**config.mk**
```make
export PLATFORM = sky130hd
export DESIGN_NAME = stable_priority_queue_core
export DESIGN_NICKNAME = d
export VERILOG_FILES = /design/src/hw/rtl/spq_pkg.sv /design/src/hw/rtl/spq_ram.sv /design/src/hw/rtl/spq_book.sv /design/src/hw/rtl/stable_priority_queue_core.sv
export SDC_FILE = /design/constraint.sdc
export NUM_CORES = 1
export LEC_CHECK = 0
export ABC_CLOCK_PERIOD_IN_PS = 4500
export BUFFER_PORTS_ARGS = -buffer_cell sky130_fd_sc_hd__buf_2
export CAP_MARGIN = 20
export CORE_MARGIN = 10
export CORE_UTILIZATION = 45
export DETAILED_ROUTE_END_ITERATION = 16
export GPL_ROUTABILITY_DRIVEN = 0
export GPL_TIMING_DRIVEN = 1
export HOLD_SLACK_MARGIN = 0.02
export MAX_ROUTING_LAYER = met4
export PLACE_DENSITY_LB_ADDON = 0.15
export SYNTH_ARGS = -nofsm -noshare
export SYNTH_HDL_FRONTEND = slang
export SYNTH_HIERARCHICAL = 1
export SYNTH_SLANG_ARGS = --single-unit
```
**constraint.sdc**
```tcl
create_clock -name clk -period 4.5 [get_ports clk]
set_input_delay 0.225 -clock clk [delete_from_list [all_inputs] [get_ports clk]]
set_output_delay 0.225 -clock clk [all_outputs]
set_load 0.005 [all_outputs]
```
**src/hw/rtl/spq_pkg.sv**
```systemverilog
// spq_pkg: shared sizes, codes and types of the stable priority queue.
// No dependencies; every other file in hw/rtl but spq_ram imports it.
package spq_pkg;

	localparam int CAPACITY    = 16;
	localparam int VALUE_WIDTH = 8;
	localparam int PRIO_LEVELS = 4;
	localparam int PRI_W       = 3;
	localparam int LVL_W       = $clog2(PRIO_LEVELS);
	localparam int PTR_W       = (CAPACITY > 1) ? $clog2(CAPACITY) : 1;
	localparam int CNT_W       = $clog2(CAPACITY + 1);
	localparam int ADDR_W      = LVL_W + PTR_W;
	localparam int MEM_DEPTH   = PRIO_LEVELS * (1 << PTR_W);

	localparam logic OP_PUSH = 1'b0;
	localparam logic OP_POP  = 1'b1;

	typedef logic [LVL_W-1:0]  lvl_t;
	typedef logic [PTR_W-1:0]  ptr_t;
	typedef logic [CNT_W-1:0]  cnt_t;
	typedef logic [ADDR_W-1:0] addr_t;

	typedef enum logic [1:0] {
		ST_IDLE,
		ST_EXEC,
		ST_READ
	} state_t;

	// Command from the sequencer to the bookkeeping block.
	typedef struct packed {
		logic push;
		logic pop;
		lvl_t level;
	} book_cmd_t;

	// Status from the bookkeeping block to the sequencer.
	typedef struct packed {
		cnt_t  total;
		logic  full;
		logic  empty;
		lvl_t  top_level;
		addr_t wr_addr;
		addr_t rd_addr;
	} book_stat_t;

	// Saturate a requested priority to 1..4 and map it to a level index 0..3.
	function automatic lvl_t pri_to_level(input logic [PRI_W-1:0] pri);
		lvl_t lvl;
		case (pri)
			3'd0, 3'd1: lvl = LVL_W'(0);
			3'd2:       lvl = LVL_W'(1);
			3'd3:       lvl = LVL_W'(2);
			default:    lvl = LVL_W'(PRIO_LEVELS - 1);
		endcase
		return lvl;
	endfunction

endpackage

```
**src/hw/rtl/spq_ram.sv**
```systemverilog
// spq_ram: generic single-write, single-read synchronous RAM, registered read.
// No dependencies.
module spq_ram #(
	parameter int DATA_W = 8,
	parameter int ADDR_W = 6,
	parameter int DEPTH  = 64
) (
	input  logic              clk,
	input  logic              we,
	input  logic [ADDR_W-1:0] wr_addr,
	input  logic [DATA_W-1:0] wr_data,
	input  logic              re,
	input  logic [ADDR_W-1:0] rd_addr,
	output logic [DATA_W-1:0] rd_data
);

	logic [DATA_W-1:0] mem [DEPTH];
	logic [DATA_W-1:0] rd_data_q;

	// Write port
	always_ff @(posedge clk) begin
		if (we) begin
			mem[wr_addr] <= wr_data;
		end
	end

	// Registered read port
	always_ff @(posedge clk) begin
		if (re) begin
			rd_data_q <= mem[rd_addr];
		end
	end

	assign rd_data = rd_data_q;

endmodule

```
**src/hw/rtl/spq_book.sv**
```systemverilog
// spq_book: per-priority ring pointers and counts, head selection.
// Depends on spq_pkg.
module spq_book (
	input  logic               clk,
	input  logic               arst_n,
	input  spq_pkg::book_cmd_t cmd,
	output spq_pkg::book_stat_t stat
);
	import spq_pkg::*;

	ptr_t head_q    [PRIO_LEVELS];
	ptr_t tail_q    [PRIO_LEVELS];
	cnt_t lvl_cnt_q [PRIO_LEVELS];
	cnt_t total_q;
	lvl_t top_lvl;
	logic any_valid;

	// Find the highest level that holds an entry
	always_comb begin
		top_lvl   = '0;
		any_valid = 1'b0;
		for (int i = 0; i < PRIO_LEVELS; i++) begin
			if (lvl_cnt_q[i] != '0) begin
				top_lvl   = LVL_W'(i);
				any_valid = 1'b1;
			end
		end
	end

	always_comb begin
		stat.total     = total_q;
		stat.full      = (total_q == CNT_W'(CAPACITY));
		stat.empty     = !any_valid;
		stat.top_level = top_lvl;
		stat.wr_addr   = {cmd.level, tail_q[cmd.level]};
		stat.rd_addr   = {top_lvl, head_q[top_lvl]};
	end

	// Advance tail on push, head on pop; hold otherwise
	always_ff @(posedge clk or negedge arst_n) begin
		if (!arst_n) begin
			for (int i = 0; i < PRIO_LEVELS; i++) begin
				head_q[i]    <= '0;
				tail_q[i]    <= '0;
				lvl_cnt_q[i] <= '0;
			end
			total_q <= '0;
		end else begin
			if (cmd.push) begin
				tail_q[cmd.level] <= (tail_q[cmd.level] == PTR_W'(CAPACITY - 1)) ? '0 :
					PTR_W'(tail_q[cmd.level] + 1'b1);
				lvl_cnt_q[cmd.level] <= CNT_W'(lvl_cnt_q[cmd.level] + 1'b1);
				total_q <= CNT_W'(total_q + 1'b1);
			end else if (cmd.pop) begin
				head_q[top_lvl] <= (head_q[top_lvl] == PTR_W'(CAPACITY - 1)) ? '0 :
					PTR_W'(head_q[top_lvl] + 1'b1);
				lvl_cnt_q[top_lvl] <= CNT_W'(lvl_cnt_q[top_lvl] - 1'b1);
				total_q <= CNT_W'(total_q - 1'b1);
			end
		end
	end

`ifndef SYNTHESIS
	a_no_push_full: assert property (@(posedge clk) disable iff (!arst_n)
		cmd.push |-> !stat.full)
		else $error("push issued on a full queue");
	a_no_pop_empty: assert property (@(posedge clk) disable iff (!arst_n)
		cmd.pop |-> !stat.empty)
		else $error("pop issued on an empty queue");
	a_total_sum: assert property (@(posedge clk) disable iff (!arst_n)
		(CNT_W + 2)'(total_q) == (CNT_W + 2)'(lvl_cnt_q[0]) + (CNT_W + 2)'(lvl_cnt_q[1])
			+ (CNT_W + 2)'(lvl_cnt_q[2]) + (CNT_W + 2)'(lvl_cnt_q[3]))
		else $error("total count disagrees with level counts");
	a_total_step: assert property (@(posedge clk) disable iff (!arst_n)
		cmd.push |=> total_q == CNT_W'($past(total_q) + 1'b1))
		else $error("push did not advance total count");
`endif

endmodule

```
**src/hw/rtl/stable_priority_queue_core.sv**
```systemverilog
// stable_priority_queue_core: stable priority queue, one ring per priority in one RAM.
// A push loads its result in ST_EXEC; a pop of a non-empty queue does so in ST_READ (registered RAM read).
// One item in flight: busy is high while the item is in ST_EXEC or ST_READ and low again
// in the result cycle. The receiver cannot stall; res_strobe pulses once per item.
// Reset (arst_n low) empties the queue at once; the RAM contents are not cleared.
// Depends on spq_pkg, spq_ram, spq_book.
module stable_priority_queue_core (
	input  logic                              clk,
	input  logic                              arst_n,
	input  logic                              start,
	output logic                              busy,
	input  logic                              operation,
	input  logic [spq_pkg::VALUE_WIDTH-1:0]   value,
	input  logic [spq_pkg::PRI_W-1:0]         priority_req,
	output logic                              res_strobe,
	output logic [spq_pkg::VALUE_WIDTH-1:0]   popped_value,
	output logic [spq_pkg::PRI_W-1:0]         popped_priority,
	output logic                              done_res,
	output logic [spq_pkg::CNT_W-1:0]         count_after
);
	import spq_pkg::*;

	state_t state_q, state_d;
	logic                   op_q;
	logic [VALUE_WIDTH-1:0] val_q;
	lvl_t                   lvl_q;
	lvl_t                   pop_lvl_q;

	logic                   strobe_q;
	logic [VALUE_WIDTH-1:0] pv_q;
	logic [PRI_W-1:0]       pp_q;
	logic                   done_q;
	cnt_t                   cnt_q;

	book_cmd_t  cmd;
	book_stat_t stat;
	logic       mem_we, mem_re;
	logic [VALUE_WIDTH-1:0] rd_data;

	// Result load controls
	logic                   res_load;
	logic [VALUE_WIDTH-1:0] res_pv;
	logic [PRI_W-1:0]       res_pp;
	logic                   res_done;
	cnt_t                   res_cnt;
	logic                   capture;

	spq_book u_book (
		.clk    (clk),
		.arst_n (arst_n),
		.cmd    (cmd),
		.stat   (stat)
	);

	spq_ram #(
		.DATA_W (VALUE_WIDTH),
		.ADDR_W (ADDR_W),
		.DEPTH  (MEM_DEPTH)
	) u_ram (
		.clk     (clk),
		.we      (mem_we),
		.wr_addr (stat.wr_addr),
		.wr_data (val_q),
		.re      (mem_re),
		.rd_addr (stat.rd_addr),
		.rd_data (rd_data)
	);

	// Next state, bookkeeping commands and result values
	always_comb begin
		state_d   = state_q;
		capture   = 1'b0;
		cmd.push  = 1'b0;
		cmd.pop   = 1'b0;
		cmd.level = lvl_q;
		mem_we    = 1'b0;
		mem_re    = 1'b0;
		res_load  = 1'b0;
		res_pv    = '0;
		res_pp    = '0;
		res_done  = 1'b0;
		res_cnt   = stat.total;
		case (state_q)
			ST_IDLE: begin
				if (start) begin
					capture = 1'b1;
					state_d = ST_EXEC;
				end
			end
			ST_EXEC: begin
				if (op_q == OP_PUSH) begin
					res_load = 1'b1;
					state_d  = ST_IDLE;
					if (!stat.full) begin
						cmd.push = 1'b1;
						mem_we   = 1'b1;
						res_done = 1'b1;
						res_cnt  = CNT_W'(stat.total + 1'b1);
					end
				end else if (stat.empty) begin
					res_load = 1'b1;
					state_d  = ST_IDLE;
				end else begin
					cmd.pop = 1'b1;
					mem_re  = 1'b1;
					state_d = ST_READ;
				end
			end
			ST_READ: begin
				res_load = 1'b1;
				res_pv   = rd_data;
				res_pp   = PRI_W'({1'b0, pop_lvl_q}) + PRI_W'(1);
				res_done = 1'b1;
				state_d  = ST_IDLE;
			end
			default: begin
				state_d = ST_IDLE;
			end
		endcase
	end

	// State register
	always_ff @(posedge clk or negedge arst_n) begin
		if (!arst_n) begin
			state_q <= ST_IDLE;
		end else begin
			state_q <= state_d;
		end
	end

	// Hold the accepted transfer and the level being popped
	always_ff @(posedge clk) begin
		if (capture) begin
			op_q  <= operation;
			val_q <= value;
			lvl_q <= pri_to_level(priority_req);
		end
		if (cmd.pop) begin
			pop_lvl_q <= stat.top_level;
		end
	end

	// Result strobe: high for one cycle
	always_ff @(posedge clk or negedge arst_n) begin
		if (!arst_n) begin
			strobe_q <= 1'b0;
		end else begin
			strobe_q <= res_load;
		end
	end

	// Result payload
	always_ff @(posedge clk) begin
		if (res_load) begin
			pv_q   <= res_pv;
			pp_q   <= res_pp;
			done_q <= res_done;
			cnt_q  <= res_cnt;
		end
	end

	assign busy            = (state_q != ST_IDLE);
	assign res_strobe      = strobe_q;
	assign popped_value    = pv_q;
	assign popped_priority = pp_q;
	assign done_res        = done_q;
	assign count_after     = cnt_q;

`ifndef SYNTHESIS
	a_strobe_src: assert property (@(posedge clk) disable iff (!arst_n)
		strobe_q |-> ($past(state_q) == ST_EXEC || $past(state_q) == ST_READ))
		else $error("result strobe without an executing item");
	a_read_follows_pop: assert property (@(posedge clk) disable iff (!arst_n)
		state_q == ST_READ |-> $past(cmd.pop))
		else $error("read state entered without a pop");
	a_one_access: assert property (@(posedge clk) disable iff (!arst_n)
		!(mem_we && mem_re))
		else $error("RAM written and read in one cycle");
`endif

endmodule

```
==> qor.yml <==
ios: 34
synth_cells: 1352
num_vias: 13200
synthDistinctLibCells: 77
status: "finished clean"
port_buffers: 33
floorplan.initialDensity_pct: 45.3
postCtsSetupRepairBufs: 0
clk_pin_slew_ns: 0.07
worst_slew_pin_slew_ns: 0.986
fmax_mhz: 249
avgSynthCellArea_um2: 18.4
yosysSeqAreaShare_pct: 72.4
synth_xor_area_share_pct: 0.563
fp.coreArea_mm2: 0.0549
peakVddDrop_mv: 0.395
yosys.area.top_type_share_pct: 66.4
wl_um: 59800
drive_gt1_share_pct: 27.4
drc: 0
cts.sinks: 610
synth_adder_area_share_pct: 0.734
synth_edf_count: 550
grt_max_degree: 67
syn-cell-area_mm2: 0.0249
overflow: 0
synth_compound_area_share_pct: 4.33
final_cell_area_mm2: 0.0289
hold_viol_final: 0
synthTopCellsByArea: "edfxtp_1, mux4_2, dfrtp_1"
cts_tree: "yes"
slew_violations: 0
slew_headroom_pct: 34.2
die_w_um: 255
cap_violations: 0
avgViaCountPerCell: 5.81
clock_path_buffers: 3
cp.arrival_ns: 4.37
grt_pass1_wl_um: 90000
setup_tns_ns: 0
setup_violations: 0
synth_top_area_cell: "edfxtp_1"
wl_per_cell_um: 26.3
grt_pass1_vias: 13300
post-route-period-util_pct: 89.2
cts_buffers: 61
antenna_found_initial: 1
synthMuxAreaShare_pct: 14.0
end_kind: "flop"
leakage_nw: 9.62
cp.required_ns: 4.85
ys_ff_latch: 610
ys_warn_count: 6
min_path_type: "input port to async pin"
dr.pass1.iters: 5
clock-root-buffer: "clkbuf_16"
synth_nets: 1381
rsz0062_at_grt: "no"
synth-main-ff-cell: "edfxtp_1"
synth-simple-area-share_pct: 6.16
dp_hpwl_um: 38300
finalCriticalPeriod_ns: 4.01
cts_max_level: 2
ant_nets: 0
dpl_cell_area_mm2: 0.0266
clkLatencyLatePin_ns: 0.62
async_reset_ff_share_pct: 9.84
num_rows: 86
track_usage_pct: 19.2
p_per_area_mw_per_mm2: 704
path_class: "flop to flop"
finClkSkew_ns: 0.0211
critPathMaxFanout: 66
startpoint_type: "flop"
drt-initial-drc-count: 1128
fin_nets: 1547
synth_top_family_by_area: "multiplexers"
area_delta_synth_final_pct: 16.0
die_h_um: 255
dieArea_mm2: 0.0651
cts-resized-gates: 0
## layer usage
metal | global-route usage (%) | wire length (um)
met4 | 4.44 | 1040
met5 | - | 0
met3 | 2.63 | 3590
met1 | 26.7 | 26300
met2 | 30.0 | 28800
## layout make-up
cell class                      instances  area (um^2)
Sequential cell                       610        18000
Multi-Input combinational cell        661         6430
Antenna cell                            1         2.50
Clock inverter                         42          547
Timing Repair Buffer                  171         1370
Clock buffer                           73         1580
Fill cell                            4341        26000
Inverter                               13         48.8
Tap cell                              704          881
## worst max-delay path, stage by stage (launching register included)
cell and delay [ns]:
dfrtp_1 0.46, or4_4 0.63, a211o_1 0.28, a2bb2oi_1 0.19, nand2_4 0.27, buf_12 0.37, nand3_1 0.42, o221ai_1 0.74
a21oi_1 0.09, o21ai_1 0.12, o41ai_1 0.10
## synthesized netlist by cell type (all sizes together) (14+ instances only)
cell type / instances
edfxtp: 550
mux4: 135
nor2: 114
nand2: 76
dfrtp: 60
buf: 40
o21ai: 36
clkbuf: 28
mux2i: 23
nand3: 21
mux2: 18
nor2b: 17
nor3: 16
o221ai: 15
and2: 14
## cells by family after synthesis
group                    after synthesis
adder cells (fa/ha/maj)               14
AND/OR/NAND/NOR                      307
multiplexers                         176
buffers and inverters                 81
flip-flops                           610
XOR/XNOR                              16
AO/OA/AOI/OAI                        148
## power breakdown
group,total (W),internal (W),switching [W]
registers,0.00730,0.00692,0.000381
logic,0.00764,0.00331,0.00434
clock network,0.00538,0.00324,0.00214
total,0.0203,0.0135,0.00686
## final timing paths
path                                                  from                                to  slack [ns]  depth (start not counted)
max                        u_book/lvl_cnt_q[5]$_DFFE_PN0P_        u_ram/rd_data[5]$_DFFE_PP_        0.49                         10
min                                                 arst_n  u_book/lvl_cnt_q[12]$_DFFE_PN0P_        0.31                          3
max reg2reg                u_book/lvl_cnt_q[5]$_DFFE_PN0P_        u_ram/rd_data[5]$_DFFE_PP_        0.49                         10
min reg2reg                  u_book/head_q[12]$_DFFE_PN0P_     u_book/head_q[12]$_DFFE_PN0P_        0.48                          2
max in group asynchronous                           arst_n      u_book/tail_q[2]$_DFFE_PN0P_        3.65                          3
min in group clk                                  value[6]                val_q[6]$_DFFE_PP_        0.31                          2
## registers in the layout, indices dropped and copies added (netlist names)
signal	flops
lvl_q	2
state_q	2
u_book/head_q	16
u_ram/mem	512
op_q	1
done_res	1
u_book/tail_q	16
res_strobe	1
pop_lvl_q	2
val_q	8
count_after	5
u_book/lvl_cnt_q	20
u_book/total_q	5
popped_priority	3
u_ram/rd_data	8
popped_value	8
## through the flow
stage / util (%) / hold WS [ns] / total power [W] / setup WS, ns / std cells
2_1_floorplan: - / -0.0706 / 0.0125 / 1.14 / 1352
3_3_place_gp: 48.4 / 0.402 / 0.0150 / 0.550 / 2142
3_5_place_dp: 48.4 / 0.404 / 0.0151 / 0.524 / 2143
4_1_cts: 52.6 / 0.280 / 0.0205 / 0.506 / 2273
5_1_grt: 52.6 / 0.309 / 0.0213 / 0.384 / 2274
6_report: 52.6 / 0.308 / 0.0203 / 0.485 / 2275
## cell usage in the layout (no fill, tap or decap), types with 20 or more instances in the layout
cell type / n
buf_2: 33
buf_4: 114
clkbuf_16: 61
dfrtp_1: 60
edfxtp_1: 550
mux2i_1: 23
mux4_2: 134
nand2_1: 75
nand3_1: 20
nor2_1: 113
o21ai_0: 34
## timing repair
| item | in CTS | in global routing |
|---|---|---|
| setup endpoints to repair | 0 | 0 |
| endpoints found under the hold margin | 73 | 0 |
| hold buffers | 15 | 0 |
(Power assumes the default switching activity.)
